$ cat config.mk
export PLATFORM = sky130hd
export DESIGN_NAME = fpa_mul
export DESIGN_NICKNAME = d
export VERILOG_FILES = /design/src/hw/rtl/assert_macros.svh /design/src/hw/rtl/fpa_pkg.sv /design/src/hw/rtl/fpa_mul.sv
export SDC_FILE = /design/constraint.sdc
export NUM_CORES = 2
export LEC_CHECK = 0
export BUFFER_PORTS_ARGS = -buffer_cell sky130_fd_sc_hd__buf_2
export CORE_MARGIN = 1.5
export CORE_UTILIZATION = 65
export CTS_CLUSTER_DIAMETER = 150
export DETAILED_ROUTE_END_ITERATION = 8
export HOLD_SLACK_MARGIN = 0.02
export PLACE_DENSITY_LB_ADDON = 0.25
export REMOVE_ABC_BUFFERS = 1
export SYNTH_ARGS = -nofsm -noshare
export SYNTH_HDL_FRONTEND = slang
export SYNTH_SLANG_ARGS = --single-unit
$ cat constraint.sdc
create_clock -name clk -period 7.9 [get_ports clk]
set_input_delay 1.58 -clock clk [delete_from_list [all_inputs] [get_ports clk]]
set_output_delay 1.58 -clock clk [all_outputs]
set_load 0.005 [all_outputs]
$ cat src/hw/rtl/assert_macros.svh
// assertion macros shared by the fixed-point alu rtl
// expects clk and arst_n in the scope where a macro is used
`ifndef ASSERT_MACROS_SVH
`define ASSERT_MACROS_SVH
`ifndef NO_ASSERTIONS
`define FPA_ASSERT(lbl, prop) lbl: assert property (@(posedge clk) disable iff (!arst_n) prop) \
	else $error("%m: assertion failed");
`define FPA_NEVER(lbl, expr) lbl: assert property (@(posedge clk) disable iff (!arst_n) !(expr)) \
	else $error("%m: forbidden condition seen");
`else
`define FPA_ASSERT(lbl, prop)
`define FPA_NEVER(lbl, expr)
`endif
`endif

$ cat src/hw/rtl/fpa_pkg.sv
// shared types and constants of the fixed-point alu
// no dependencies
package fpa_pkg;
	localparam int FRAC_BITS_DEF = 8;
	localparam int WORD_BITS_DEF = 32;
	localparam int DATA_BITS     = 32;
	localparam int DIV_STEP_BITS = 4;

	typedef enum logic [3:0] {
		OP_ADD, OP_SUB, OP_MUL, OP_DIV, OP_INC, OP_DEC, OP_GT, OP_LT,
		OP_GE, OP_LE, OP_EQ, OP_NE, OP_MIN, OP_MAX, OP_TO_INT, OP_FROM_INT
	} opcode_t;

	typedef enum logic [1:0] {
		ERR_NONE = 2'd0,
		ERR_OVF  = 2'd1,
		ERR_DZ   = 2'd2
	} err_t;

	typedef struct packed {
		opcode_t op;
		logic    neg;
		logic    a_neg;
		logic    dz;
		logic    cond;
		err_t    err;
	} ctl_t;
endpackage

$ cat src/hw/rtl/fpa_mul.sv
// two-stage magnitude multiplier with rounding to the fraction lsb
// depends on fpa_pkg
module fpa_mul import fpa_pkg::*; #(
	parameter int W  = WORD_BITS_DEF,
	parameter int F  = FRAC_BITS_DEF,
	parameter int CW = 8
) (
	input  logic          clk,
	input  logic          arst_n,
	input  logic          in_valid,
	output logic          in_ready,
	input  logic [W-1:0]  in_mag_a,
	input  logic [W-1:0]  in_mag_b,
	input  logic [CW-1:0] in_carry,
	output logic          out_valid,
	input  logic          out_ready,
	output logic [W-1:0]  out_mag_a,
	output logic [W-1:0]  out_mag_b,
	output logic [CW-1:0] out_carry,
	output logic [W:0]    out_prod,
	output logic          out_big
);
	localparam int H = (W + 1) / 2;
	localparam int L = W - H;
	localparam logic [2*W-1:0] RND = ((2*W)'(1) << F) >> 1;

	logic [2*H-1:0] ll_s2;
	logic [H+L-1:0] lh_s2, hl_s2;
	logic [2*L-1:0] hh_s2;
	logic [W-1:0]   mag_a_s2, mag_b_s2;
	logic [CW-1:0]  carry_s2;
	logic           valid_s2, valid_s3, ready_s2, ready_s3;
	logic [2*W-1:0] sum, sh;

	assign ready_s3 = !valid_s3 || out_ready;
	assign ready_s2 = !valid_s2 || ready_s3;
	assign in_ready = ready_s2;

	assign sum = (2*W)'(ll_s2) + ((2*W)'(lh_s2) << H) + ((2*W)'(hl_s2) << H)
		+ ((2*W)'(hh_s2) << (2*H)) + RND;
	assign sh = sum >> F;

	always_ff @(posedge clk or negedge arst_n) begin
		if (!arst_n) begin
			valid_s2 <= 1'b0;
			valid_s3 <= 1'b0;
		end else begin
			if (ready_s2) valid_s2 <= in_valid;
			if (ready_s3) valid_s3 <= valid_s2;
		end
	end

	always_ff @(posedge clk) begin
		if (ready_s2 && in_valid) begin
			ll_s2    <= in_mag_a[H-1:0] * in_mag_b[H-1:0];
			lh_s2    <= in_mag_a[H-1:0] * in_mag_b[W-1:H];
			hl_s2    <= in_mag_a[W-1:H] * in_mag_b[H-1:0];
			hh_s2    <= in_mag_a[W-1:H] * in_mag_b[W-1:H];
			mag_a_s2 <= in_mag_a;
			mag_b_s2 <= in_mag_b;
			carry_s2 <= in_carry;
		end
		if (ready_s3 && valid_s2) begin
			out_prod  <= sh[W:0];
			out_big   <= (sh >> (W + 1)) != '0;
			out_mag_a <= mag_a_s2;
			out_mag_b <= mag_b_s2;
			out_carry <= carry_s2;
		end
	end

	assign out_valid = valid_s3;
endmodule

==> impl_results.md <==
- DRC violations left: 0
- Number of gates resized after cts: 0
- Clock sinks: 301
- Width of the chip: 268 um
- TritonCTS clock tree: yes
- Detailed-route via count: 33.1k
- Total count of max-transition violations in the final report: 0
- Worst r2r path cells: 11
- Worst Hold Margin: 0.413 ns
- WP data arrival: about 7.8 ns
- # port buffers: about 180
- Placed insts: 5693
- Initial DRT Pass Iterations: 6
- Worst hold stages: 0
- Clock latency on the worst-skew pair: between 0.5 and 0.6 ns
- Post-synth cell types: 77
- Worst Max-Slew Pin Slew: 0.985 ns
- Source of the worst register-to-register timing path: ll_s2[31]$_DFFE_PP_
- Clock transition at the registers of the reported paths: 0.06 ns
- Die height: 268 um
- Placer congestion estimate: 0.988
- Number of antenna violations at the first check in global routing: 2
- Worst slew margin relative to its limit: between 30% and 40%
- Synth warnings: 0
- Final worst-path setup slack: approximately 0.46 ns
- Required time of the critical path: slightly above 8 ns
- MaxCap Viol Count: 0
- Vias in the first global route: 34.9k
- Number of buffers added by the clock tree synthesis step: 37
- Most instantiated flip-flop cell in the synthesis netlist: edfxtp_1
- Layout cell share with drive strength beyond 1: 9.65%
- Largest fanout on the critical path: 30
- Minimum period implied by the final worst setup slack: 7.44 ns
- Max Clock Freq: 134 MHz
- Most used cells in the layout excluding fill and tap cells: inv_1 (913), fa_1 (807), nand2_1 (641)
- Worst R2R Setup Slack: between 3 and 4 ns
- Core utilization of the finished layout: 72.2%
- Max Buffers Root-to-Sink: 3
- Share of synthesized area occupied by flip-flops and latches: 19.8%
- Core footprint: around 69000 um2
- Synth Area per Inst: 9.94 um2
- Endpoint of the worst-slack reg-to-reg timing path: out_big$_DFFE_PP_
- Number of standard cells in the layout, taps in and fillers out: 5760
- Number of standard-cell rows in the floorplan: 96
- Synth Register Bits: 301
- Number of hold-repair buffers added at the cts stage: 0
- Aggregate global-route resource usage: 34.5%
- Synthesis-to-finish area growth: 9.19%
- Result of the run: completed
- Clock Root Buffer: clkbuf_16
- First-pass GRT wire length: 189 mm
- Detailed Place HPWL: 93.1 mm
- Setup repair after global routing missed its margin: no
- Total of fill cells in the finished design: 4924
- Footprint of the flip-flops and latches: between 9000 and 10000 um2
- Hold Vio Cnt, Final: 0
- Setup Skew: 0.0163 ns
- Post-Syn Area: 45700 um2
- Multi-input logic area: 32400 um2
- Place WS: -0.0168 ns
- Final Setup Violations: 0
- Vias per std cell: 5.75
- Initial cell density of the core: 66.1%
- Count of antenna-violating nets left after detailed routing: 0
- Clock H-tree levels: 2
- I/O pin count: 184
- Number of enable flip-flop cells after synthesis: 299
- Final Routed Wirelength: 118 mm
- Most common library cell in the layout ignoring fill and taps: inv_1
- Number of buffers inserted to repair setup after CTS: 0
- Synth async-reset ratio: 0.664%
- Destination of the worst hold path: out_mag_a[12]$_DFFE_PP_
- Maximum number of pins on one net before global-route repair: 95
- GRT overflow: 0
- Net count, final: 6131
- Tightest Hold Check Type: reg2reg
- Number of violations reported at the end of detailed-routing iteration 0: 2657
- Start-to-end type of the worst setup path: in2reg
- Start point of the worst min-delay path: mag_a_s2[12]$_DFFE_PP_
- DIE AREA: 71800 um2
- Tcrit/Tclk final: 94.2%
- Routed wire per std cell: 20.4 um
- Worst setup SP type: primary input
- Critical Path End Type: register
- Synthesized instance count: 4594
-- area by class of cell --
class	count	share of cell area, %
Inverter	913	6.87
Clock buffer	41	1.89
Clock inverter	24	0.514
Sequential cell	301	18.1
Multi-Input combinational cell	3167	65.0
Timing Repair Buffer	381	5.27
Tap cell	931	2.34
Antenna cell	2	0.0100
-- cells by family (layout without fill, tap and decap cells) --
group | Yosys count | in the layout | share of synthesized area (%)
AO/OA/AOI/OAI | 375 | 375 | 5.63
XOR/XNOR | 138 | 138 | 2.65
adder cells (fa/ha/maj) | 1254 | 1254 | 47.6
buffers and inverters | 1126 | 1359 | 9.26
flip-flops | 301 | 301 | 19.8
multiplexers | 4 | 4 | 0.0877
other | 0 | 2 | 0
AND/OR/NAND/NOR | 1396 | 1396 | 15.0
-- how the worst max path moves through the flow --
stage | startpoint | to | slack, ns | cells after the start
floorplan | in_mag_b[4] | hl_s2[30]$_DFFE_PP_ | 0.86 | 20
global placement | in_mag_a[20] | hh_s2[28]$_DFFE_PP_ | 0.14 | 24
detailed placement | in_mag_b[4] | hl_s2[30]$_DFFE_PP_ | -0.02 | 23
CTS | in_mag_b[4] | hl_s2[30]$_DFFE_PP_ | 0.57 | 23
global route | in_mag_b[4] | hl_s2[30]$_DFFE_PP_ | 0.21 | 23
finish | in_mag_b[4] | hl_s2[30]$_DFFE_PP_ | 0.46 | 23
-- synth_stat cells (5+ instances only) --
cell / count / area [um2]
inv_1: 913 / 3430
fa_1: 807 / 16200
nand2_1: 641 / 2410
and2_1: 467 / 2920
ha_1: 447 / 5590
edfxtp_1: 299 / 8980
clkbuf_1: 211 / 792
nor2_1: 107 / 402
a21oi_1: 101 / 505
xnor2_1: 95 / 832
a21o_1: 47 / 353
o21ai_0: 47 / 235
xor2_1: 43 / 377
nand3_1: 40 / 200
nor3_1: 33 / 165
o21a_1: 24 / 180
o21bai_1: 23 / 173
and3_1: 22 / 138
nand4_1: 19 / 119
a211oi_1: 18 / 135
nor2b_1: 17 / 106
a31oi_1: 16 / 100
o211ai_1: 14 / 105
nand2b_1: 10 / 62.6
or3_1: 10 / 62.6
o21ai_1: 8 / 40.0
o22ai_1: 7 / 43.8
a311oi_1: 6 / 52.6
or2_2: 5 / 31.3
-- flip-flops by register name, summed over array words and instances, names as in the netlist --
name and flops:
valid_s2 1, out_carry 8, out_big 1, mag_a_s2 32, lh_s2 32, carry_s2 8
hh_s2 32, out_mag_a 32, hl_s2 32, out_mag_b 32, out_prod 33, mag_b_s2 32
out_valid 1, ll_s2 25
-- through the flow --
stage | setup TNS (ns) | instance area [um2]
6_report | 0 | 49900
5_1_grt | 0 | 49900
4_1_cts | 0 | 49900
3_5_place_dp | -0.0168 | 48700
3_3_place_gp | 0 | 48700
2_1_floorplan | 0 | 44900
-- critical path, stage by stage --
cell and delay, ns:
buf_2 0.58, and2_1 0.26, fa_1 0.41, inv_1 0.08, fa_1 0.44, fa_1 0.52
inv_1 0.06, fa_1 0.50, fa_1 0.51, inv_1 0.06, fa_1 0.49, inv_1 0.04
ha_1 0.29, a311oi_1 0.46, a21boi_0 0.16, o22ai_1 0.22, buf_4 0.17, o211ai_1 0.11
o41ai_1 0.28, buf_4 0.19, o211ai_1 0.09, o211ai_1 0.12, xnor2_1 0.11
-- layer usage --
metal | track usage, % | vias up | wire [um]
li1 | - | 14635 | -
met1 | 46.1 | 16688 | 46400
met2 | 54.9 | 1513 | 54600
met3 | 7.71 | 277 | 11300
met4 | 14.3 | 0 | 5290
met5 | 0 | - | 0
Power is not shown: default switching activity piles up to over one toggle a cycle in this logic, so the estimate is an artifact.
