===== src/hw/rtl/assert_macros.svh =====
// assertion macros shared by the fixed-point alu rtl
// expects clk and arst_n in the scope where a macro is used
`ifndef ASSERT_MACROS_SVH
`define ASSERT_MACROS_SVH
`ifndef NO_ASSERTIONS
`define FPA_ASSERT(lbl, prop) lbl: assert property (@(posedge clk) disable iff (!arst_n) prop) \
	else $error("%m: assertion failed");
`define FPA_NEVER(lbl, expr) lbl: assert property (@(posedge clk) disable iff (!arst_n) !(expr)) \
	else $error("%m: forbidden condition seen");
`else
`define FPA_ASSERT(lbl, prop)
`define FPA_NEVER(lbl, expr)
`endif
`endif


===== src/hw/rtl/fpa_pkg.sv =====
// shared types and constants of the fixed-point alu
// no dependencies
package fpa_pkg;
	localparam int FRAC_BITS_DEF = 8;
	localparam int WORD_BITS_DEF = 32;
	localparam int DATA_BITS     = 32;
	localparam int DIV_STEP_BITS = 4;

	typedef enum logic [3:0] {
		OP_ADD, OP_SUB, OP_MUL, OP_DIV, OP_INC, OP_DEC, OP_GT, OP_LT,
		OP_GE, OP_LE, OP_EQ, OP_NE, OP_MIN, OP_MAX, OP_TO_INT, OP_FROM_INT
	} opcode_t;

	typedef enum logic [1:0] {
		ERR_NONE = 2'd0,
		ERR_OVF  = 2'd1,
		ERR_DZ   = 2'd2
	} err_t;

	typedef struct packed {
		opcode_t op;
		logic    neg;
		logic    a_neg;
		logic    dz;
		logic    cond;
		err_t    err;
	} ctl_t;
endpackage


===== src/hw/rtl/fpa_front.sv =====
// first stage: operand sizing, magnitudes and all operations other than multiply and divide
// depends on fpa_pkg
module fpa_front import fpa_pkg::*; #(
	parameter int W = WORD_BITS_DEF,
	parameter int F = FRAC_BITS_DEF
) (
	input  logic                 clk,
	input  logic                 arst_n,
	input  logic                 in_valid,
	output logic                 in_ready,
	input  opcode_t              in_op,
	input  logic [DATA_BITS-1:0] in_a,
	input  logic [DATA_BITS-1:0] in_b,
	output logic                 out_valid,
	input  logic                 out_ready,
	output ctl_t                 out_ctl,
	output logic [W-1:0]         out_res,
	output logic [W-1:0]         out_mag_a,
	output logic [W-1:0]         out_mag_b
);
	localparam logic [W-1:0]   MAX_V = {1'b0, {(W-1){1'b1}}};
	localparam logic [W-1:0]   MIN_V = {1'b1, {(W-1){1'b0}}};
	localparam logic [W+F-1:0] LIM_X = (W+F)'(1) << (W-1);

	logic signed [W-1:0] a, b;
	logic [W-1:0]        mag_a, mag_b;
	logic [W:0]          add_w, sub_w, inc_w, dec_w, sel_w;
	logic [W+F-1:0]      fi_mag;
	logic                lt, eq, fi_ovf;
	ctl_t                ctl;
	logic [W-1:0]        res;
	logic                valid_s1;

	assign a     = W'($signed(in_a));
	assign b     = W'($signed(in_b));
	assign mag_a = a[W-1] ? W'(-a) : a;
	assign mag_b = b[W-1] ? W'(-b) : b;
	assign add_w = {a[W-1], a} + {b[W-1], b};
	assign sub_w = {a[W-1], a} - {b[W-1], b};
	assign inc_w = {a[W-1], a} + (W+1)'(1);
	assign dec_w = {a[W-1], a} - (W+1)'(1);
	assign lt    = a < b;
	assign eq    = a == b;
	assign fi_mag = (W+F)'(mag_a) << F;
	assign fi_ovf = a[W-1] ? (fi_mag > LIM_X) : (fi_mag > LIM_X - (W+F)'(1));

	always_comb begin
		ctl.op    = in_op;
		ctl.neg   = a[W-1] ^ b[W-1];
		ctl.a_neg = a[W-1];
		ctl.dz    = b == '0;
		ctl.cond  = 1'b0;
		ctl.err   = ERR_NONE;
		res       = '0;
		sel_w     = add_w;
		case (in_op)
			OP_SUB: sel_w = sub_w;
			OP_INC: sel_w = inc_w;
			OP_DEC: sel_w = dec_w;
			default: sel_w = add_w;
		endcase
		case (in_op) inside
			OP_ADD, OP_SUB, OP_INC, OP_DEC: begin
				// two's complement overflow when the two top bits differ
				if (sel_w[W] != sel_w[W-1]) begin
					res     = sel_w[W] ? MIN_V : MAX_V;
					ctl.err = ERR_OVF;
				end else begin
					res = sel_w[W-1:0];
				end
			end
			OP_GT: ctl.cond = !lt && !eq;
			OP_LT: ctl.cond = lt;
			OP_GE: ctl.cond = !lt;
			OP_LE: ctl.cond = lt || eq;
			OP_EQ: ctl.cond = eq;
			OP_NE: ctl.cond = !eq;
			OP_MIN: res = lt ? a : b;
			OP_MAX: res = lt ? b : a;
			OP_TO_INT: res = a >>> F;
			OP_FROM_INT: begin
				if (fi_ovf) begin
					res     = a[W-1] ? MIN_V : MAX_V;
					ctl.err = ERR_OVF;
				end else begin
					res = a[W-1] ? W'(-fi_mag) : fi_mag[W-1:0];
				end
			end
			default: res = '0;
		endcase
	end

	assign in_ready = !valid_s1 || out_ready;

	always_ff @(posedge clk or negedge arst_n) begin
		if (!arst_n) begin
			valid_s1 <= 1'b0;
		end else if (in_ready) begin
			valid_s1 <= in_valid;
		end
	end

	always_ff @(posedge clk) begin
		if (in_ready && in_valid) begin
			out_ctl   <= ctl;
			out_res   <= res;
			out_mag_a <= mag_a;
			out_mag_b <= mag_b;
		end
	end

	assign out_valid = valid_s1;
endmodule


===== config.mk =====
export PLATFORM = sky130hd
export DESIGN_NAME = fpa_front
export DESIGN_NICKNAME = d
export VERILOG_FILES = /design/src/hw/rtl/assert_macros.svh /design/src/hw/rtl/fpa_pkg.sv /design/src/hw/rtl/fpa_front.sv
export SDC_FILE = /design/constraint.sdc
export NUM_CORES = 1
export LEC_CHECK = 0
export ABC_AREA = 0
export CORE_MARGIN = 4
export CORE_UTILIZATION = 58
export DETAILED_ROUTE_END_ITERATION = 10
export DONT_BUFFER_PORTS = 1
export PLACE_DENSITY = 0.74
export SYNTH_ARGS = -nofsm -noshare
export SYNTH_HDL_FRONTEND = slang
export SYNTH_SLANG_ARGS = --single-unit

===== constraint.sdc =====
create_clock -name clk -period 6.75 [get_ports clk]
set_input_delay 0.3375 -clock clk [delete_from_list [all_inputs] [get_ports clk]]
set_output_delay 0.3375 -clock clk [all_outputs]
set_load 0.02 [all_outputs]

==> impl_metrics.tcl <==
set metrics [dict create \
    synth_ff_type "edfxtp_1" \
    report.final.slew_viol_count 0 \
    core-area_um2 20200 \
    h-tree-depth 3 \
    multiInputGateArea_um2 8010 \
    start_util 0.587 \
    path_cells "nor3_1 > nand3_1 > or4_1 > or4_1 > nor2_1 > nand2_1 > nor4_1 > buf_4 > and2_1 > xnor2_1 > o21ai_1 > ha_1 > a21oi_1 > a21oi_1 > a211o_1 > a221o_1 > a311o_1 > nand3_1 > a311o_1 > buf_4 > a21oi_1 > or4_1" \
    critPathMaxFanout 31 \
    synth-compound-area-share 0.256 \
    clockRootBuffer "clkbuf_16" \
    drt_wl_total_um 43300 \
    fin_ws_ps 747 \
    worstReg2RegEnd "out_res[5]" \
    start_kind "primary input" \
    holdPathStages 0 \
    clockBufferDepth 2 \
    synthMuxAreaShare 0.0266 \
    pwr_density_cell_nw_per_um2 192 \
    gp_congestion 1.05 \
    worstPathRequired_ps 6850 \
    endpoint_kind "flip-flop" \
    die_h_um 151 \
    critPathBufInv 2 \
    dr.first_iter.drc_count 1644 \
    nets 1524 \
    clk_pin_slew_ps 80 \
    tightest_slew_ps 929 \
    via_count 11800 \
    finalCritPeriodShare 0.889 \
    hp-class "primary input to flip-flop" \
    drv_cap 0 \
    drt-wirelength-per-cell_um 26.1 \
    hold_viol_final 0 \
    grt.overflow.total 0 \
    die_area_um2 22800 \
    post-place-ws_ps 517 \
    synthXorXnorAreaFrac 0.113 \
    fin_tns_setup_ps 0 \
    syn_nets 1602 \
    setup_viol 0 \
    holdPathEnd "out_mag_a[0]" \
    synth_edf_count 105 \
    peakVddDrop_mv 0.110 \
    critPathKind "primary input to flip-flop" \
    worstRegToRegCells 3 \
    place_hpwl_um 33300 \
    synth_seq_area_share 0.268 \
    cp_slowest_cell "or4_1" \
    slowest_delay_ps 590 \
    cp.arrival_ps 6110 \
    syn-cell-area_um2 11800 \
    synth_fa_ha_area_frac 0.0731 \
    cts_buffers 9 \
    leakagePower_nw 4.46 \
    postCtsSetupBuffers 0 \
    synth.avg_cell_area_um2 8.10 \
    clkLatencyLatePin_ps 360 \
    rows 52 \
    antenna_found_initial 0 \
    worstReg2RegStart "out_valid" \
    fp.dieW_um 151 \
    synthSimpleGateAreaFrac 0.206 \
    synth_top_family_by_area "compound AO/OA/AOI/OAI gates" \
    status "completed" \
    yosys_warnings 0 \
    dr.pass1.iters 8 \
    grt_pass1_vias 10400 \
    clkSinkCount 106 \
    netlist-cell-type-count 87 \
    io_buffers 0 \
    regArea_um2 3180 \
    cts_tree "done" \
    drive_above_1_share 0.0547 \
    fin_crit_ps 6000 \
    viasPerCell 7.13 \
    post-route-drc-count 0 \
    cts_hold_buf 1 \
    ant_nets 0 \
    nFillCells 1839 \
    postSynth.asyncResetShare 0.00943 \
    rsz0062_at_grt "false" \
    hp-start "in_a[0]" \
    grt_usage 0.369 \
    slew_headroom 0.375 \
    crit_family "simple AND/OR/NAND/NOR gates" \
    io_pins 180 \
    reg2reg_slack_ps 4290 \
    finalClockSkew_ps 8.48 \
    area_growth_pct 3.21 \
    grt_pass1_wl_um 63800 \
    synth_cells 1462 \
    ys_seq_elements 106 \
    cts_resized 0 \
    grt_max_degree 77 \
    fmax_ghz 0.167 \
]
[cell families after synthesis]
kind of cell,after synthesis
AND/OR/NAND/NOR,477
AO/OA/AOI/OAI,460
buffers and inverters,168
XOR/XNOR,152
flip-flops,106
adder cells (fa/ha/maj),68
multiplexers,30
other,1
[routing by layer]
metal	part of all wire	up-vias	GRT usage	wire length [µm]
met5	0	-	0	0
met3	0.15	141	0.0963	6410
met1	0.39	5493	0.525	16900
met2	0.42	916	0.536	18100
li1	-	5278	-	-
met4	0.042	0	0.140	1830
[power breakdown]
part	switching, mW	total, mW	internal (mW)	leakage [nW]
sequential	0.0900	0.891	0.801	1.02
clock	0.258	0.635	0.377	0.172
combinational	0.504	0.819	0.316	3.26
[worst register-to-register path: stages (launching register included)]
cell      delay [ps]
dfrtp_1          460
nand2b_1         270
and2_4           640
buf_4            700
[per-stage QoR]
stage,hold WS [ps],power [mW],util,cell area [µm²],cells
floorplan,41.9,1.52,-,11800,1462
global placement,41.9,1.68,0.588,11900,1642
detailed placement,41.9,1.69,0.588,11900,1642
CTS,55.8,2.32,0.606,12200,1659
global route,48.6,2.44,0.606,12200,1659
finish,63.0,2.35,0.606,12200,1660
[cells in the mapped netlist (6+ instances only)]
master    number  area [µm²]
a22o_1         6        52.6
ha_1          66         826
o21a_1        15         113
nor3b_1        6        45.0
nor4_1        10        62.6
o22ai_1       31         194
a221oi_1       9        78.8
nand3_1       31         155
buf_1          6        22.5
o221ai_1       9        78.8
or4_1         14         105
a21oi_1      102         510
xnor2_1      111         972
and4_1         6        52.6
and3_1        11        68.8
inv_1         64         240
o211ai_1      14         105
a21o_1        17         128
buf_2         15        75.1
nand2b_1      25         156
edfxtp_1     105        3150
a31oi_1       18         113
and2_1         9        56.3
nor3_1        36         180
nand2_1      136         510
or2_2          9        56.3
nor2b_1        8        50.1
nand4_1       19         119
o21ai_0       99         495
o21bai_1      18         135
or3_1         25         156
nor2_1       106         398
a211oi_1      39         293
o31ai_1       18         135
mux2i_1       18         180
xor2_1        40         350
clkbuf_1      77         289
mux2_2        12         135
[state kept, by name, indices dropped and copies added, names as in the netlist]
name / cells
out_res: 32
out_mag_a: 32
out_ctl: 9
out_valid: 1
out_mag_b: 32
[layout by cell type, fill, tap and decap left out, types with 36 or more instances in the layout]
master | Yosys | routed
a211oi_1 | 39 | 39
inv_1 | 64 | 64
nor3_1 | 36 | 36
xor2_1 | 40 | 40
xnor2_1 | 111 | 111
nand2_1 | 136 | 136
edfxtp_1 | 105 | 105
a21oi_1 | 102 | 102
nor2_1 | 106 | 105
o21ai_0 | 99 | 99
ha_1 | 66 | 66
[how the worst max path moves through the flow]
stage                  from          end  slack [ps]  cells past startpoint
floorplan           in_b[1]  out_res[24]        1050                     21
global placement    in_b[1]  out_res[24]         610                     22
detailed placement  in_b[1]   out_res[0]         520                     22
CTS                 in_b[1]  out_res[24]         880                     22
global route        in_b[1]  out_res[24]         370                     22
finish              in_b[1]  out_res[24]         750                     22
[final cells by class]
cell class / count / area share
diodes: 1 / 0.000205
clock buffers: 11 / 0.0199
flip-flops and latches: 106 / 0.260
multi-input cells: 1188 / 0.655
well taps: 270 / 0.0276
inverters: 65 / 0.0200
clock inverters: 5 / 0.00900
repair buffers: 14 / 0.00880
Power figures use the tool's default switching activity.
