$ cat src/hw/rtl/assert_macros.svh
// assertion macros shared by the fixed-point alu rtl
// expects clk and arst_n in the scope where a macro is used
`ifndef ASSERT_MACROS_SVH
`define ASSERT_MACROS_SVH
`ifndef NO_ASSERTIONS
`define FPA_ASSERT(lbl, prop) lbl: assert property (@(posedge clk) disable iff (!arst_n) prop) \
	else $error("%m: assertion failed");
`define FPA_NEVER(lbl, expr) lbl: assert property (@(posedge clk) disable iff (!arst_n) !(expr)) \
	else $error("%m: forbidden condition seen");
`else
`define FPA_ASSERT(lbl, prop)
`define FPA_NEVER(lbl, expr)
`endif
`endif

$ cat src/hw/rtl/fpa_pkg.sv
// shared types and constants of the fixed-point alu
// no dependencies
package fpa_pkg;
	localparam int FRAC_BITS_DEF = 8;
	localparam int WORD_BITS_DEF = 32;
	localparam int DATA_BITS     = 32;
	localparam int DIV_STEP_BITS = 4;

	typedef enum logic [3:0] {
		OP_ADD, OP_SUB, OP_MUL, OP_DIV, OP_INC, OP_DEC, OP_GT, OP_LT,
		OP_GE, OP_LE, OP_EQ, OP_NE, OP_MIN, OP_MAX, OP_TO_INT, OP_FROM_INT
	} opcode_t;

	typedef enum logic [1:0] {
		ERR_NONE = 2'd0,
		ERR_OVF  = 2'd1,
		ERR_DZ   = 2'd2
	} err_t;

	typedef struct packed {
		opcode_t op;
		logic    neg;
		logic    a_neg;
		logic    dz;
		logic    cond;
		err_t    err;
	} ctl_t;
endpackage

$ cat src/hw/rtl/fpa_div.sv
// pipelined restoring divider, K quotient bits per stage
// depends on fpa_pkg
module fpa_div import fpa_pkg::*; #(
	parameter int W  = WORD_BITS_DEF,
	parameter int F  = FRAC_BITS_DEF,
	parameter int K  = DIV_STEP_BITS,
	parameter int CW = 8,
	localparam int NS = (W + F + K - 1) / K,
	localparam int NP = NS * K
) (
	input  logic          clk,
	input  logic          arst_n,
	input  logic          in_valid,
	output logic          in_ready,
	input  logic [W-1:0]  in_mag_a,
	input  logic [W-1:0]  in_mag_b,
	input  logic [CW-1:0] in_carry,
	output logic          out_valid,
	input  logic          out_ready,
	output logic [NP-1:0] out_quot,
	output logic [W-1:0]  out_rem,
	output logic [W-1:0]  out_den,
	output logic [CW-1:0] out_carry
);
	logic [NS:0] rdy;

	assign rdy[NS]  = out_ready;
	assign in_ready = rdy[0];

	genvar k;
	for (k = 0; k < NS; k++) begin : g_stage
		logic [W-1:0]  rem_in, den_in, rem_nx;
		logic [NP-1:0] nq_in, nq_nx;
		logic [CW-1:0] carry_in;
		logic          valid_in;
		// nq holds unused dividend bits on top and finished quotient bits below
		logic [W-1:0]  rem_s, den_s;
		logic [NP-1:0] nq_s;
		logic [CW-1:0] carry_s;
		logic          valid_s;

		if (k == 0) begin : g_first
			assign rem_in   = '0;
			assign nq_in    = NP'(in_mag_a) << F;
			assign den_in   = in_mag_b;
			assign carry_in = in_carry;
			assign valid_in = in_valid;
		end else begin : g_next
			assign rem_in   = g_stage[k-1].rem_s;
			assign nq_in    = g_stage[k-1].nq_s;
			assign den_in   = g_stage[k-1].den_s;
			assign carry_in = g_stage[k-1].carry_s;
			assign valid_in = g_stage[k-1].valid_s;
		end

		assign rdy[k] = !valid_s || rdy[k+1];

		always_comb begin
			logic [W:0] r2;
			rem_nx = rem_in;
			nq_nx  = nq_in;
			for (int j = 0; j < K; j++) begin
				r2    = {rem_nx, nq_nx[NP-1]};
				nq_nx = nq_nx << 1;
				if (r2 >= {1'b0, den_in}) begin
					rem_nx   = W'(r2 - {1'b0, den_in});
					nq_nx[0] = 1'b1;
				end else begin
					rem_nx = r2[W-1:0];
				end
			end
		end

		always_ff @(posedge clk or negedge arst_n) begin
			if (!arst_n) begin
				valid_s <= 1'b0;
			end else if (rdy[k]) begin
				valid_s <= valid_in;
			end
		end

		always_ff @(posedge clk) begin
			if (rdy[k] && valid_in) begin
				rem_s   <= rem_nx;
				nq_s    <= nq_nx;
				den_s   <= den_in;
				carry_s <= carry_in;
			end
		end
	end

	assign out_valid = g_stage[NS-1].valid_s;
	assign out_quot  = g_stage[NS-1].nq_s;
	assign out_rem   = g_stage[NS-1].rem_s;
	assign out_den   = g_stage[NS-1].den_s;
	assign out_carry = g_stage[NS-1].carry_s;
endmodule

$ cat config.mk
export PLATFORM = sky130hd
export DESIGN_NAME = fpa_div
export DESIGN_NICKNAME = d
export VERILOG_FILES = /design/src/hw/rtl/assert_macros.svh /design/src/hw/rtl/fpa_pkg.sv /design/src/hw/rtl/fpa_div.sv
export SDC_FILE = /design/constraint.sdc
export NUM_CORES = 2
export LEC_CHECK = 0
export BUFFER_PORTS_ARGS = -buffer_cell sky130_fd_sc_hd__buf_2
export CELL_PAD_IN_SITES_DETAIL_PLACEMENT = 1
export CELL_PAD_IN_SITES_GLOBAL_PLACEMENT = 1
export CORE_ASPECT_RATIO = 0.5
export CORE_MARGIN = 3
export CORE_UTILIZATION = 25
export CTS_CLUSTER_DIAMETER = 100
export DETAILED_ROUTE_END_ITERATION = 10
export PLACE_DENSITY = 0.56
export SLEW_MARGIN = 10
export SYNTH_ARGS = -nofsm -noshare
export SYNTH_HDL_FRONTEND = slang
export SYNTH_SLANG_ARGS = --single-unit
$ cat constraint.sdc
create_clock -name clk -period 23 [get_ports clk]
set_input_delay 3.45 -clock clk [delete_from_list [all_inputs] [get_ports clk]]
set_output_delay 3.45 -clock clk [all_outputs]
set_load 0.01 [all_outputs]
==> flow_results.org <==
** STA
- Measured against its own limit, the worst slew margin works out to 0.202.
- Setup Total Neg Slack :: 0 ns
- Final hold vios :: 0
- Final critical-path required period :: 17.53 ns
- The number of max-slew violations in the final report is 0.
- Setup violations remaining at the end of the flow were counted as 0.
- Setup repair after global routing left no endpoint under its margin.
- Slew at the pin with the worst max-slew slack :: 1.19 ns
- On the final layout, the worst clock skew is 0.0828 ns.
- Fmax achieved :: 57.1 MHz
- Period Utilization, post-route :: 0.762
- Final hold slack :: 0.393 ns

** Clocking
- Post-CTS Setup Repair Bufs :: 0
- CTS root buf :: clkbuf_16
- The longest clock path from root to sink contains 3 buffers.
- Resized cells post-CTS :: 0
- H-tree depth reported by CTS :: 3
- Worst-skew pair later-pin latency :: 0.84 ns
- Hold buffers post-CTS :: 0
- CTS Buf Count :: 119
- TritonCTS built the clock tree.
- Clock transition time at the flip-flop clock pins of the worst setup and hold paths :: 0.07 ns
- Number of clock sinks :: 1062

** Global route
- In the global route stage, met2 resource usage came out at 0.307.
- Vias in the first global route :: 95.4k
- After global routing the overflow that remains totals 0.
- Largest net degree at the start of global routing :: 73
- The global routing stage identified its most utilized layer as met2.
- Overall track demand over capacity in global routing :: 0.176
- For met3 alone, demand over resource in global routing was 0.0148.
- The initial antenna violation count is 28.
- For met1 alone, demand over resource in global routing was 0.232.
- The first global-routing pass estimated 605000 microns of wire.

** Setup path
- Along the worst path, the maximum fanout reaches 50.
- For this run, the slowest stage of the critical path takes 0.88 ns.
- Classification of the worst setup path :: register to register
- At the worst endpoint, the required time is 23.56 ns.
- The worst setup path is launched from a register.
- Critical path's slowest cell :: nand2_1
- The worst setup path is captured at a register.
- Data on the critical path arrives at its endpoint at 18.08 ns.

** Drt
- WL final :: 403000 microns
- In this run the remaining antenna-violating nets after routing total 0.
- The first detailed-routing pass took 9 iterations.
- In this run, the number of DRC markers left after iteration 0 of detailed routing was 4927.
- Count of unresolved DRC violations after routing :: 0
- Vias per cell :: 5.19
- Final routed wire length divided by cell count :: 22.6 microns
- Routed via count :: 92.5k

** Synthesis
- Mean post-synth cell area :: 9.18 sq um
- The number of nets in the synthesized netlist is 13.2k.
- Number of flops mapped to enable cells by yosys :: 1052
- Count of warnings emitted by yosys :: 0
- The synthesized netlist occupies a cell area of 109000 sq um.
- Of all flip-flops after synthesis, the portion carrying an async set or reset was 0.00942.
- For this run, the register share of the synthesized area comes to 0.293.
- After synthesis, the netlist uses 110 different library cells.
- In the synthesized netlist the dominant register cell turns out to be edfxtp_1.
- Synthesized flop and latch total :: 1062
- Number of cells produced by synthesis :: 11.8k

** Cells and area
- Proportion of layout cells with a drive suffix above 1 :: 0.111
- Final net count :: 13.3k
- Fin util :: 0.280
- Synthesis-to-finish area growth :: 11.0%

** Die
- Effective utilization at floorplan :: 0.252
- The die is 472 microns tall.
- Die Footprint :: 442000 sq um
- After floorplanning, the core was divided into 170 placement rows.
- Count of boundary I/O pins :: 190
- DIE WIDTH :: 938 microns
- Std-Cell Core Area :: 431000 sq um

** Min path
- In this run the worst hold path is classified as register to register.

** Placed design
- Once detailed placement completed, the half-perimeter wirelength came to 334000 microns.
- Buffers placed on the I/O ports in this run total 189.
- At the end of routability-driven placement, the weighted congestion stood at 0.898.

** Run
- Max_cap viols :: 0

** Status
- The run finished with clean final reports.
## metrics by stage
stage	worst slack, ns	cells	instance area (sq um)
floorplan	8.66	11800	109000
global placement	5.71	17600	116000
detailed placement	5.70	17600	116000
CTS	5.67	17800	120000
global route	4.37	17800	120000
finish	5.47	17800	120000
## synthesized netlist by cell type (33+ instances only)
master       n  area (sq um)
ha_1      1244         15600
a21oi_1   1108          5550
edfxtp_1  1052         31600
nor2_1     778          2920
inv_1      762          2860
xnor2_1    708          6200
nand2_1    690          2590
o21ai_0    684          3420
mux2_2     641          7220
a21o_1     520          3900
xor2_1     301          2640
nand3_1    230          1150
o21a_1     229          1720
nor3_1     207          1040
nand4_1    181          1130
nand2b_1   168          1050
o21bai_1   159          1190
nor2b_1    145           907
clkbuf_1   139           522
and3_1     131           820
a31oi_1    118           738
mux2i_1    112          1120
a211oi_1   111           833
and2_1      84           526
o31ai_1     81           608
or3_1       76           475
buf_2       71           355
or2_2       70           438
o211ai_1    63           473
nor4_1      60           375
a221o_1     49           490
a21boi_0    46           345
o31a_1      42           368
a31o_2      36           315
and4_1      35           307
fa_1        33           661
## routing by layer
| metal | routed length, microns | vias to the layer above |
|---|---|---|
| met2 | 193000 | 1334 |
| met3 | 10800 | 451 |
| met4 | 11900 | 0 |
| li1 | - | 44700 |
| met5 | 0 | - |
| met1 | 187000 | 46100 |
## worst max-delay path: cells and delay by family (launching register included)
family / cells / cell delay (ns)
AO/OA/AOI/OAI: 27 / 8.15
flip-flops: 1 / 0.58
buffers and inverters: 6 / 2.05
AND/OR/NAND/NOR: 8 / 3.77
multiplexers: 3 / 1.33
adder cells (fa/ha/maj): 4 / 1.31
## layout make-up
type / count / area [sq um]
fillers: 50000 / 310000
multi-input cells: 9730 / 72800
flip-flops and latches: 1062 / 31800
well taps: 5762 / 7210
clock buffers: 134 / 3080
inverters: 773 / 2910
repair buffers: 268 / 1540
clock inverters: 88 / 1090
diodes: 10 / 25.0
## cells by family (layout without fill, tap and decap cells)
| group | Yosys count | in the layout | share of synthesized area |
|---|---|---|---|
| adders and majority gates | 1277 | 1277 | 0.150 |
| muxes | 803 | 803 | 0.0831 |
| and+or+nand+nor | 2946 | 2946 | 0.134 |
| DFF | 1062 | 1062 | 0.293 |
| xor gates and xnor gates | 1009 | 1009 | 0.0814 |
| buffers and inverters | 1027 | 1263 | 0.0376 |
| other | 0 | 10 | 0 |
| AOI/OAI and AO/OA | 3695 | 3695 | 0.221 |
## sequential cells by signal, indices dropped and copies added, names as in the netlist
name / flops
out_carry: 8
out_den: 32
out_quot: 40
g_stage.rem_s: 288
out_rem: 32
g_stage.carry_s: 72
g_stage.den_s: 288
g_stage.valid_s: 9
g_stage.nq_s: 292
out_valid: 1
## path summary, 6_finish.rpt
path	cells after the start	start	to	slack, ns
max	48	g_stage[7].den_s[1]	g_stage[8].rem_s[31]	5.47
min	0	g_stage[5].nq_s[8]	g_stage[6].nq_s[12]	0.39
max reg2reg	48	g_stage[7].den_s[1]	g_stage[8].rem_s[31]	5.47
min reg2reg	0	g_stage[5].nq_s[8]	g_stage[6].nq_s[12]	0.39
max in group asynchronous	1	arst_n	g_stage[2].valid_s	20.26
min in group asynchronous	1	arst_n	g_stage[1].valid_s	2.50
## layout by cell type, fill, tap and decap left out, types with 115 or more instances in the layout
master	synthesis	layout
a21o_1	520	520
a21oi_1	1108	1107
a31oi_1	118	115
and3_1	131	131
buf_2	71	189
clkbuf_16	0	119
edfxtp_1	1052	1052
ha_1	1244	1244
inv_1	762	762
mux2_2	641	641
nand2_1	690	690
nand2b_1	168	168
nand3_1	230	230
nand4_1	181	181
nor2_1	778	775
nor2b_1	145	142
nor3_1	207	207
o21a_1	229	227
o21ai_0	684	684
o21bai_1	159	159
xnor2_1	708	708
xor2_1	301	301
Power is left out: the tool's default activity adds up to more than one toggle a clock period on the data nets, which glitch-free logic cannot reach.
