[src/hw/rtl/assert_macros.svh]
// assertion macros shared by the fixed-point alu rtl
// expects clk and arst_n in the scope where a macro is used
`ifndef ASSERT_MACROS_SVH
`define ASSERT_MACROS_SVH
`ifndef NO_ASSERTIONS
`define FPA_ASSERT(lbl, prop) lbl: assert property (@(posedge clk) disable iff (!arst_n) prop) \
	else $error("%m: assertion failed");
`define FPA_NEVER(lbl, expr) lbl: assert property (@(posedge clk) disable iff (!arst_n) !(expr)) \
	else $error("%m: forbidden condition seen");
`else
`define FPA_ASSERT(lbl, prop)
`define FPA_NEVER(lbl, expr)
`endif
`endif

[src/hw/rtl/fpa_pkg.sv]
// shared types and constants of the fixed-point alu
// no dependencies
package fpa_pkg;
	localparam int FRAC_BITS_DEF = 8;
	localparam int WORD_BITS_DEF = 32;
	localparam int DATA_BITS     = 32;
	localparam int DIV_STEP_BITS = 4;

	typedef enum logic [3:0] {
		OP_ADD, OP_SUB, OP_MUL, OP_DIV, OP_INC, OP_DEC, OP_GT, OP_LT,
		OP_GE, OP_LE, OP_EQ, OP_NE, OP_MIN, OP_MAX, OP_TO_INT, OP_FROM_INT
	} opcode_t;

	typedef enum logic [1:0] {
		ERR_NONE = 2'd0,
		ERR_OVF  = 2'd1,
		ERR_DZ   = 2'd2
	} err_t;

	typedef struct packed {
		opcode_t op;
		logic    neg;
		logic    a_neg;
		logic    dz;
		logic    cond;
		err_t    err;
	} ctl_t;
endpackage

[src/hw/rtl/fpa_pack.sv]
// output stage: quotient rounding, saturation and result selection
// depends on fpa_pkg and assert_macros.svh
`include "assert_macros.svh"
module fpa_pack import fpa_pkg::*; #(
	parameter int W  = WORD_BITS_DEF,
	parameter int NP = 40
) (
	input  logic          clk,
	input  logic          arst_n,
	input  logic          in_valid,
	output logic          in_ready,
	input  ctl_t          in_ctl,
	input  logic [W-1:0]  in_res,
	input  logic [W:0]    in_mul_prod,
	input  logic          in_mul_big,
	input  logic [NP-1:0] in_quot,
	input  logic [W-1:0]  in_rem,
	input  logic [W-1:0]  in_den,
	output logic          out_valid,
	input  logic          out_ready,
	output logic [W-1:0]  out_res,
	output logic          out_cond,
	output err_t          out_err
);
	localparam logic [W-1:0] MAX_V = {1'b0, {(W-1){1'b1}}};
	localparam logic [W-1:0] MIN_V = {1'b1, {(W-1){1'b0}}};
	localparam logic [W:0]   LIM   = (W+1)'(1) << (W-1);

	logic          rnd, big, ovf, en;
	logic [NP+1:0] qr;
	logic [W:0]    mag;
	logic [W-1:0]  val, res;
	err_t          err;
	logic          cond;
	logic          valid_s;
	logic [W-1:0]  res_s;
	logic          cond_s;
	err_t          err_s;

	// round half away from zero: bump when twice the remainder reaches the divisor
	assign rnd = {in_rem, 1'b0} >= {1'b0, in_den};
	assign qr  = (NP+2)'(in_quot) + (NP+2)'(rnd);

	always_comb begin
		if (in_ctl.op == OP_MUL) begin
			mag = in_mul_prod;
			big = in_mul_big;
		end else begin
			mag = qr[W:0];
			big = (qr >> (W + 1)) != '0;
		end
		if (in_ctl.neg) begin
			ovf = big || (mag > LIM);
			val = ovf ? MIN_V : W'((W+1)'(0) - mag);
		end else begin
			ovf = big || (mag > LIM - (W+1)'(1));
			val = ovf ? MAX_V : mag[W-1:0];
		end
		res  = in_res;
		cond = in_ctl.cond;
		err  = in_ctl.err;
		case (in_ctl.op) inside
			OP_MUL, OP_DIV: begin
				if (in_ctl.op == OP_DIV && in_ctl.dz) begin
					res = in_ctl.a_neg ? MIN_V : MAX_V;
					err = ERR_DZ;
				end else begin
					res = val;
					err = ovf ? ERR_OVF : ERR_NONE;
				end
			end
			default: res = in_res;
		endcase
	end

	assign en       = !valid_s || out_ready;
	assign in_ready = en;

	always_ff @(posedge clk or negedge arst_n) begin
		if (!arst_n) begin
			valid_s <= 1'b0;
		end else if (en) begin
			valid_s <= in_valid;
		end
	end

	always_ff @(posedge clk) begin
		if (en && in_valid) begin
			res_s  <= res;
			cond_s <= cond;
			err_s  <= err;
		end
	end

	assign out_valid = valid_s;
	assign out_res   = res_s;
	assign out_cond  = cond_s;
	assign out_err   = err_s;

	`FPA_ASSERT(a_ovf_saturates, (valid_s && err_s == ERR_OVF |-> res_s == MAX_V || res_s == MIN_V))
	`FPA_ASSERT(a_div_zero_flag, (en && in_valid && in_ctl.op == OP_DIV && in_ctl.dz |=> err_s == ERR_DZ))
	`FPA_NEVER(a_cond_clean, valid_s && cond_s && (err_s != ERR_NONE || res_s != '0))
endmodule
[config.mk]
export PLATFORM = sky130hd
export DESIGN_NAME = fpa_pack
export DESIGN_NICKNAME = d
export VERILOG_FILES = /design/src/hw/rtl/fpa_pkg.sv /design/src/hw/rtl/fpa_pack.sv
export VERILOG_INCLUDE_DIRS = /design/src /design/src/hw/rtl
export SDC_FILE = /design/constraint.sdc
export NUM_CORES = 1
export LEC_CHECK = 0
export BUFFER_PORTS_ARGS = -buffer_cell sky130_fd_sc_hd__clkbuf_2
export CAP_MARGIN = 40
export CELL_PAD_IN_SITES_DETAIL_PLACEMENT = 1
export CELL_PAD_IN_SITES_GLOBAL_PLACEMENT = 2
export CORE_MARGIN = 3
export CORE_UTILIZATION = 26
export DETAILED_ROUTE_END_ITERATION = 12
export PLACE_DENSITY_LB_ADDON = 0.1
export SETUP_SLACK_MARGIN = 0.3
export SLEW_MARGIN = 20
export SYNTH_ARGS = -nofsm -noshare
export SYNTH_HDL_FRONTEND = slang
export SYNTH_SLANG_ARGS = --single-unit
[constraint.sdc]
create_clock -name clk -period 2 [get_ports clk]
set_input_delay 0.4 -clock clk [delete_from_list [all_inputs] [get_ports clk]]
set_output_delay 0.4 -clock clk [all_outputs]
set_load 0.005 [all_outputs]
==> results.ini, run 1 <==
[floorplanning]
io_pins = 221
initial_utilization = 0.2668
die_height_um = 145.0
num_rows = 50
die_area_um2 = 21030
core_region_area_um2 = 18830
die_w_um = 145.0

[global_routing]
grt_pass1_wl_um = 37200
grt-ovfl-total = 0
grt_max_degree = 36
antenna_found_initial = 1
grt_usage = 0.2124
grt_pass1_vias = 7227

[clock_tree]
clkTransAtPathRegs_ps = 60
clock-sinks = 36
clk_latency_ps = 280
cts.htree.levels = 2
root_buffer = clkbuf_16
cts.path.max_buffers = 2
cts_tree = yes
cts_buffers = 5

[status]
violations = setup timing
outcome = complete, but fails checks

[drt]
detail_route.first_pass.iterations = 4
num_vias = 6668
drc = 0
wl_um = 23320
post_drt_wl_per_cell_um = 17.59
routed_via_density = 5.029
drt_iter0_markers = 233
ant_nets = 0

[worst_setup_path]
reg2reg_depth = 3
crit_type = in -> reg
endpoint_kind = register
r2r-end = out_res[30]
path_max_fanout = 6
worstPathRequired_ps = 2150
cpMostUsedCell = a21o_1
arrival_ps = 5130
crit_chain = clkbuf_16 -> inv_12 -> ha_4 -> a21o_1 -> a21o_1 -> a21o_1 -> a21o_1 -> a21o_1 -> a21o_1 -> a21oi_2 -> nor2_2 -> a2111oi_2 -> o21ai_1 -> ha_2 -> ha_4 -> mux2i_4 -> inv_1 -> ha_2 -> or4_4 -> or4b_4 -> nor4b_4 -> or3_4 -> nand2b_4 -> a22o_1
r2r_slack_ps = 760
slowest_stage = or4b_4
critPathLaunch = in_den[18]
critPathMaxStageDelay_ps = 540
r2r_start = out_valid
critical_path.endpoint = out_err[0]
cp-start-kind = primary input

[synth]
syn_inst = 651
avgSynthCellArea_um2 = 7.719
synthTopCellsByCount = 72 x nand2_1, 48 x nor2_1, 43 x inv_1
synth_simple_gate_area_frac = 0.3235
synthDistinctLibCells = 77
ys.flop_type = edfxtp_1
post-synth-top-count-cell = nand2_1
syn_area_um2 = 5025
syn_nets = 870
yosysWarnings = 0
synth-compound-area-share = 0.2293
synthMuxAreaShare = 0.04432
synth_edf_count = 35
synth_top_family_by_area = simple AND/OR/NAND/NOR gates
synth-xor-area-share = 0.04183
synth_seq_cells = 36
post-synth-top-area-fraction = 0.2092
synth_area_leaders = edfxtp_1 21%, ha_1 8.7%, nand2_1 5.4%
yosysTopAreaCell = edfxtp_1
synth_async_sr_flop_share = 0.02778
synthAdderAreaFrac = 0.08715
ys_seq_area_frac = 0.2141

[sta]
finClkSkew_ps = 5.559
tightest_slew_ps = 807.2
fin_setup_tns_ps = -95510
setup_viol = 33
finalWorstSetupSlack_ps = -2977
fmax_mhz = 200.9
drv_slew = 0
rsz0062_at_grt = yes
finalCriticalPeriod_ps = 4977
maxSlewHeadroom = 0.4569
hold_ws_ps = 296.4
finalHoldViolations = 0
period_share = 2.489

[placement]
portBuffers = 220
placed_cells = 1303
place_congestion = 0.8765
post-place-ws_ps = -3597
post-dp-hpwl_um = 20090
placed_cell_area_um2 = 7990

[cells_and_area]
n_fill_cell = 2363
final_nets = 1284
syn2layout_area_growth_pct = 72.19
final_cells = 1326
drive_above_1_share = 0.4934
antenna_cells = 0
fin_area_um2 = 8652

[pwr]
power_per_cell_area_nw_per_um2 = 364.3
peakVddDrop_v = 0.0002485
leakage_nw = 4.017

[job]
max-cap-violations = 0

[worst_hold_path]
worstHoldPathType = in -> reg

-- logic make-up (layout without fill, tap and decap cells) --
family | Yosys count | after routing
compound gates | 162 | 162
xor+xnor | 24 | 24
fa+ha+maj | 35 | 35
buf+inv | 71 | 486
flops | 36 | 36
mux | 21 | 21
simple gates | 302 | 302
-- layout by cell type (no fill, tap or decap), drive strengths merged, types with 7 or more instances in the layout --
| cell | instances |
|---|---|
| nor3 | 24 |
| a31oi | 8 |
| nor4 | 21 |
| inv | 43 |
| o21a | 9 |
| xor2 | 9 |
| a21oi | 24 |
| nand4 | 28 |
| or2 | 8 |
| edfxtp | 35 |
| o211ai | 18 |
| o2111ai | 7 |
| mux2i | 21 |
| buf | 217 |
| nand2b | 10 |
| ha | 35 |
| or4 | 9 |
| xnor2 | 15 |
| nor2 | 48 |
| nor2b | 7 |
| a21o | 14 |
| clkbuf | 223 |
| nand3 | 34 |
| a22oi | 10 |
| nand2 | 73 |
| o21ai | 28 |
| and2 | 13 |
-- worst max-delay path, delay by kind of cell --
family                   cells  cell delay [ps]
AND/OR/NAND/NOR              6             1900
buffers and inverters        3              220
multiplexers                 1              160
adder cells (fa/ha/maj)      4              910
AO/OA/AOI/OAI               10             1550
-- worst min path at each step --
stage | from | endpoint | cells after the start
6_report | in_ctl[2] | out_cond | 1
5_1_grt | in_ctl[2] | out_cond | 1
4_1_cts | in_ctl[2] | out_cond | 1
3_5_place_dp | arst_n | out_valid | 1
3_3_place_gp | arst_n | out_valid | 1
2_1_floorplan | arst_n | out_valid | 0
-- flip-flops by register name, summed over array words and instances, names as in the netlist --
register	cells
out_err	2
out_valid	1
out_cond	1
out_res	32
-- repair_timing --
item                                    in CTS  in global routing
endpoints found under the hold margin        1                  0
setup buffers                                7                  7
pin swaps                                   25                 25
hold buffers                                 1                  0
gates resized for setup                     36                 42
endpoints found under the setup margin      33                 33
-- where the power goes --
part	internal, W	leakage (nW)	switching [W]
Clock	0.000586	0.0808	0.000299
Combinational	0.000705	3.59	0.000657
Sequential	0.000893	0.345	0.0000128
-- through the flow --
step,power [W],util
after floorplan,0.001443,-
after global placement,0.002143,0.4243
after detailed placement,0.002189,0.4243
after CTS,0.003124,0.4466
after global routing,0.003349,0.4595
final,0.003152,0.4595
-- area by class of cell --
type,count,area (µm²),area share
well taps,260,325.3,0.03760
clock buffers,6,128.9,0.01490
multi-input cells,544,4089,0.4726
clock inverters,2,35.03,0.004049
flip-flops and latches,36,1076,0.1244
repair buffers,435,2821,0.3261
inverters,43,176.4,0.02039
-- metal layers --
metal | share of wire | GRT usage | wire length, µm | vias up
met2 | 0.50 | 0.3810 | 11620 | 173
met4 | 0.015 | 0.04656 | 361 | 2
li1 | - | - | - | 3295
met1 | 0.44 | 0.2668 | 10220 | 3171
met5 | 0.00056 | 0 | 13 | -
met3 | 0.047 | 0.03716 | 1106 | 27
Note: power is estimated with default switching activity, not from simulation.
==> run 2, diff against run 1 <==
--- a/config.mk
+++ b/config.mk
@@ -11,10 +11,10 @@
 export CELL_PAD_IN_SITES_DETAIL_PLACEMENT = 1
 export CELL_PAD_IN_SITES_GLOBAL_PLACEMENT = 2
 export CORE_MARGIN = 3
-export CORE_UTILIZATION = 26
+export CORE_UTILIZATION = 28
 export DETAILED_ROUTE_END_ITERATION = 12
-export PLACE_DENSITY_LB_ADDON = 0.1
-export SETUP_SLACK_MARGIN = 0.3
+export PLACE_DENSITY_LB_ADDON = 0.08
+export SETUP_SLACK_MARGIN = 0.5
 export SLEW_MARGIN = 20
 export SYNTH_ARGS = -nofsm -noshare
 export SYNTH_HDL_FRONTEND = slang
==> constraint.sdc (replaced) <==
create_clock -name clk -period 6.3 [get_ports clk]
set_input_delay 1.26 -clock clk [delete_from_list [all_inputs] [get_ports clk]]
set_output_delay 1.26 -clock clk [all_outputs]
set_load 0.005 [all_outputs]
==> run 2 against run 1 <==
  * The run now ends clean
  * Total power down 70%
  * First-iteration DRC count up 58%
  * Hold slack better by 250 ps
  * Critical path depth up 1
  * Non-clock buffer count down 125
  * Die area down 6.9%
  * Register-to-register slack better by 4100 ps
  * Largest power group unchanged
==> results.ini, run 2 (synthesized netlist as in run 1, its figures left out) <==
[drt]
num_vias = 6248  ; -6.3%
detail_route.first_pass.iterations = 4  ; unchanged
drt_iter0_markers = 367  ; +58%
ant_nets = 0  ; unchanged
routed_via_density = 5.358  ; +6.6%
drc = 0  ; unchanged
wl_um = 21680  ; -7.0%
post_drt_wl_per_cell_um = 18.60  ; +5.7%

[clock_tree]
root_buffer = clkbuf_16
cts_buffers = 5  ; unchanged
clock-sinks = 36  ; unchanged
clk_latency_ps = 280  ; about the same
clkTransAtPathRegs_ps = 60  ; about the same
cts.path.max_buffers = 2  ; unchanged
cts_tree = yes
cts.htree.levels = 2  ; unchanged

[sta]
finalHoldViolations = 0  ; unchanged
rsz0062_at_grt = yes
finClkSkew_ps = 8.289  ; +2.731 ps
drv_slew = 0  ; unchanged
maxSlewHeadroom = 0.5668  ; +0.1099
setup_viol = 0  ; -100%
tightest_slew_ps = 642.9  ; -164.3 ps
fmax_mhz = 172.6
finalCriticalPeriod_ps = 5793
period_share = 0.9196
fin_setup_tns_ps = 0  ; +95,510 ps

[worst_hold_path]
hold_depth = 2  ; +1
hold_end = out_valid
hold_start = out_valid
worstHoldPathType = reg -> reg

[cells_and_area]
n_fill_cell = 2195  ; -7.1%
drive_above_1_share = 0.4272  ; -0.06623
largest_reg_flops = 32  ; unchanged
final_nets = 1159  ; -9.7%
syn2layout_area_growth_pct = 51.99
fin_area_um2 = 7637  ; -12%
final_common_cell = clkbuf_2
antenna_cells = 0  ; unchanged
final_cell_mix = 220 x clkbuf_2, 80 x buf_4, 72 x nand2_1
final_core_util = 0.4385  ; -0.02096

[worst_setup_path]
cp_num_buf_inv = 4  ; +1
critPathMaxStageDelay_ps = 560  ; +20 ps
r2r_start = out_valid
cp-start-kind = primary input
r2r_slack_ps = 4890  ; +4130 ps
reg2reg_depth = 3  ; unchanged
arrival_ps = 5900  ; +770 ps
worstPathRequired_ps = 6410  ; +4260 ps
path_max_fanout = 10  ; +4
endpoint_kind = register
crit_type = in -> reg
slowest_stage = or4b_4
cpMostUsedCell = o21a_1
critical-path-top-delay-family = compound AO/OA/AOI/OAI gates
r2r-end = out_res[30]

[floorplanning]
initial_utilization = 0.2885  ; +0.02166
die_w_um = 140.0  ; -3.5%
io_pins = 221  ; unchanged
num_rows = 48  ; -4.0%
die_height_um = 140.0  ; -3.5%
core_region_area_um2 = 17420  ; -7.5%
die_area_um2 = 19590  ; -6.9%

[placement]
portBuffers = 220  ; unchanged
post-dp-hpwl_um = 17690  ; -12%
placed_cell_area_um2 = 6865  ; -14%
place_congestion = 0.8908  ; +1.6%

[status]
outcome = completed

[global_routing]
grt_pass1_wl_um = 33260  ; -11%
grt_pass1_vias = 6485  ; -10%
grt-ovfl-total = 0  ; unchanged
antenna_found_initial = 0  ; -1
grt_usage = 0.2052  ; -0.007227
grt_max_degree = 36  ; unchanged

[pwr]
power_per_cell_area_nw_per_um2 = 122.9  ; -66%
peakVddDrop_v = 0.00009851  ; -60%
leakage_nw = 3.404  ; -15%

[job]
max-cap-violations = 0  ; unchanged

[run 2: timing repair]
item / CTS / global route
resized for setup: 20 / 57
gates cloned: 0 / 2
hold endpoints to repair: 0 / 0
hold buffers: 0 / 0
endpoints found under the setup margin: 33 / 33
setup buffers: 10 / 11
pin swaps: 26 / 23
[run 2: power breakdown]
group | internal (W) | switching [W]
combinational | 0.000173 | 0.000195
sequential | 0.000284 | 0.00000409
clock | 0.000186 | 0.0000977
total | 0.000642 | 0.000296
[run 2: tightest hold or removal path, delay by kind of cell (launching register included)]
| kind | cells | cell delay [ps] |
|---|---|---|
| flip-flops | 1 | 340 |
| AND/OR/NAND/NOR | 2 | 170 |
[run 2: worst max path at each step]
stage | start | to | cells after the start
floorplan | in_den[18] | out_err[0] | 24
global placement | in_den[18] | out_res[22] | 24
detailed placement | in_den[18] | out_res[4] | 25
CTS | in_den[18] | out_err[0] | 25
global route | in_den[31] | out_res[22] | 23
finish | in_den[1] | out_res[27] | 25
[run 2: final cells by class]
type	count	area, µm²	area share
timing repair buffer	310	1847	0.2418
clock inverter	3	42.54	0.005570
sequential	36	1076	0.1409
tap	225	281.5	0.03686
clock buffer	5	125.1	0.01638
multi-input combinational	544	4101	0.5370
inverter	43	163.9	0.02146
[run 2: stage by stage]
stage / hold slack [ps] / std cells / worst slack, ps / total power (W)
after floorplan: 537.1 / 651 / 502.4 / 0.0004568
after global placement: 511.5 / 1131 / -46.80 / 0.0006147
after detailed placement: 544.3 / 1133 / -68.30 / 0.0006239
after CTS: 557.9 / 1151 / 496.6 / 0.0009206
after global routing: 581.8 / 1166 / 255.9 / 0.0009965
final: 550.2 / 1166 / 506.5 / 0.0009384
[run 2: routing by layer]
layer / vias to the layer above / track usage / routed length, µm
li1: 3047 / - / -
met1: 2942 / 0.2687 / 9491
met2: 218 / 0.3530 / 10410
met3: 41 / 0.03209 / 1261
met4: 0 / 0.05405 / 526
met5: - / 0 / 0
==> run 3, diff against run 2 <==
--- a/config.mk
+++ b/config.mk
@@ -11,7 +11,8 @@
 export CELL_PAD_IN_SITES_DETAIL_PLACEMENT = 1
 export CELL_PAD_IN_SITES_GLOBAL_PLACEMENT = 2
 export CORE_MARGIN = 3
-export CORE_UTILIZATION = 28
+export CORE_UTILIZATION = 29
+export CTS_BUF_LIST = sky130_fd_sc_hd__clkbuf_8
 export DETAILED_ROUTE_END_ITERATION = 12
 export PLACE_DENSITY_LB_ADDON = 0.08
 export SETUP_SLACK_MARGIN = 0.5
==> run 3 against run 2 <==
  * Hold slack lost 15 ps
  * Routed wire length shrank 1.9%
  * Clock power decreased by 46%
  * Sequential power barely moved
  * Clock skew shrank 1.3 ps
  * Flip-flop and latch count unchanged
  * Total power shrank 14%
  * Clock-buffer cell count did not move
  * First-iteration DRC count is 8.7% lower
  * Global-route usage rose by 0.45 points
  * Highest routed layer unchanged
==> results.ini, run 3 (synthesized netlist as in run 1, its figures left out) <==
[status]
outcome = completed

[clock_tree]
clock-sinks = 36  ; unchanged
root_buffer = clkbuf_8
clk_latency_ps = 290  ; about the same
cts_tree = yes
clkTransAtPathRegs_ps = 70  ; about the same
cts-hold-fix-buffers = 0  ; unchanged
cts.path.max_buffers = 2  ; unchanged
cts_buffers = 5  ; unchanged
cts.htree.levels = 2  ; unchanged

[global_routing]
grt_pass1_wl_um = 31810  ; -4.4%
antenna_found_initial = 0  ; unchanged
grt-ovfl-total = 0  ; unchanged
grt_max_degree = 36  ; unchanged
grt_pass1_vias = 6319  ; -2.6%
grt_usage = 0.2097  ; +0.004451

[worst_setup_path]
path_max_fanout = 5  ; -5
cp_num_cells = 29  ; +16%
cp-start-kind = primary input
crit_type = in -> reg
critical-path-top-delay-family = compound AO/OA/AOI/OAI gates
slowest_stage = or3b_4
arrival_ps = 5920  ; +20 ps
cpMostUsedCell = a21o_1
worstPathRequired_ps = 6410  ; about the same
endpoint_kind = register
critPathMaxStageDelay_ps = 390  ; -170 ps
cp_num_buf_inv = 6  ; +2
reg2reg_depth = 3  ; unchanged

[floorplanning]
die_height_um = 137.6  ; -1.7%
num_rows = 47  ; -2.1%
initial_utilization = 0.2998  ; +0.01131
io_pins = 221  ; unchanged
die_w_um = 137.6  ; -1.7%
die_area_um2 = 18940  ; -3.3%
core_region_area_um2 = 16760  ; -3.8%

[sta]
tightest_slew_ps = 784.2  ; +141.3 ps
fin_setup_tns_ps = 0  ; unchanged
fmax_mhz = 172.1  ; -0.31%
setup_viol = 0  ; unchanged
rsz0062_at_grt = yes
finalHoldViolations = 0  ; unchanged
drv_slew = 0  ; unchanged
period_share = 0.9225  ; +0.002869
finalCriticalPeriod_ps = 5812  ; +18.07 ps
finalWorstSetupSlack_ps = 488.5  ; -18.07 ps
finClkSkew_ps = 6.994  ; -1.295 ps
maxSlewHeadroom = 0.4758  ; -0.09103

[cells_and_area]
final_cell_mix = 220 x clkbuf_2, 71 x buf_4, 70 x nand2_1
final_cells = 1155  ; -0.94%
final_core_util = 0.4502  ; +0.01174
final_common_cell = clkbuf_2
antenna_cells = 0  ; unchanged
syn2layout_area_growth_pct = 50.17
largest_reg_flops = 32  ; unchanged
drive_above_1_share = 0.4225  ; -0.004745
final_nets = 1153  ; -0.52%

[drt]
num_vias = 6201  ; -0.75%
routed_via_density = 5.369  ; +0.19%
detail_route.first_pass.iterations = 4  ; unchanged
post_drt_wl_per_cell_um = 18.42  ; -0.95%
ant_nets = 0  ; unchanged
drc = 0  ; unchanged
drt_iter0_markers = 335  ; -8.7%
wl_um = 21280  ; -1.9%

[worst_hold_path]
worstHoldPathType = reg -> reg
hold_depth = 2  ; unchanged

[placement]
portBuffers = 220  ; unchanged
place_congestion = 0.8659  ; -2.8%
post-place-ws_ps = -169.0  ; -100.7 ps
post-dp-hpwl_um = 17380  ; -1.8%
placed_cells = 1124  ; -0.79%

[job]
max-cap-violations = 0  ; unchanged

[pwr]
peakVddDrop_v = 0.00009164  ; -7.0%
leakage_nw = 3.366  ; -1.1%
power_per_cell_area_nw_per_um2 = 106.8  ; -13%

run 3: cell types whose count changed in the layout (fill, tap and decap cells not counted), sizes merged:
cell      previous run  this run
buf                 86        82
clkbuf             228       226
inv                 43        45
bufinv               1         0
clkinvlp             1         0
run 3: metal layers:
| metal | track usage | share of wire | vias up |
|---|---|---|---|
| met3 | 0.02776 | 0.058 | 27 |
| met5 | 0 | 0 | - |
| met1 | 0.2721 | 0.44 | 2952 |
| met2 | 0.3642 | 0.49 | 190 |
| met4 | 0.05654 | 0.020 | 0 |
| li1 | - | - | 3032 |
run 3: worst paths after layout:
path | from | to | slack (ps)
setup / recovery | in_den[18] | out_res[9] | 490
hold / removal | out_valid | out_valid | 540
setup reg to reg | out_valid | out_res[23] | 4930
hold reg to reg | out_valid | out_valid | 540
max in group asynchronous | arst_n | out_valid | 5490
min in group asynchronous | arst_n | out_valid | 730
run 3: worst register-to-register path: stages, from the launching register on:
cell      delay (ps)
dfrtp_1          380
nand2b_1         110
and2_1           130
buf_4            390
run 3: what timing repair did:
action                                  4_1_cts  5_1_grt
buffers inserted                              3       16
gates resized for setup                      25       66
endpoints found under the setup margin       33       33
pin swaps                                    17       24
gates cloned                                  0        3
run 3: report_power, final:
part | internal (W) | total (W) | switching (W)
logic | 0.000170 | 0.000365 | 0.000194
registers | 0.000283 | 0.000287 | 0.00000398
clock network | 0.0000737 | 0.000154 | 0.0000806
run 3: final cells by class:
cell class,count,area [µm²]
flip-flops and latches,36,1076
multi-input cells,544,4154
inverters,43,163.9
repair buffers,304,1797
well taps,220,275.3
fillers,2105,9214
clock buffers,5,68.82
clock inverters,3,11.26
run 3: through the flow:
stage / area, µm² / power, W / hold WS [ps]
after floorplan: 5116 / 0.0004568 / 537.1
after global placement: 6814 / 0.0006110 / 505.4
after detailed placement: 6825 / 0.0006214 / 529.3
after CTS: 7034 / 0.0007846 / 547.2
after global routing: 7546 / 0.0008568 / 592.5
final: 7546 / 0.0008063 / 535.6
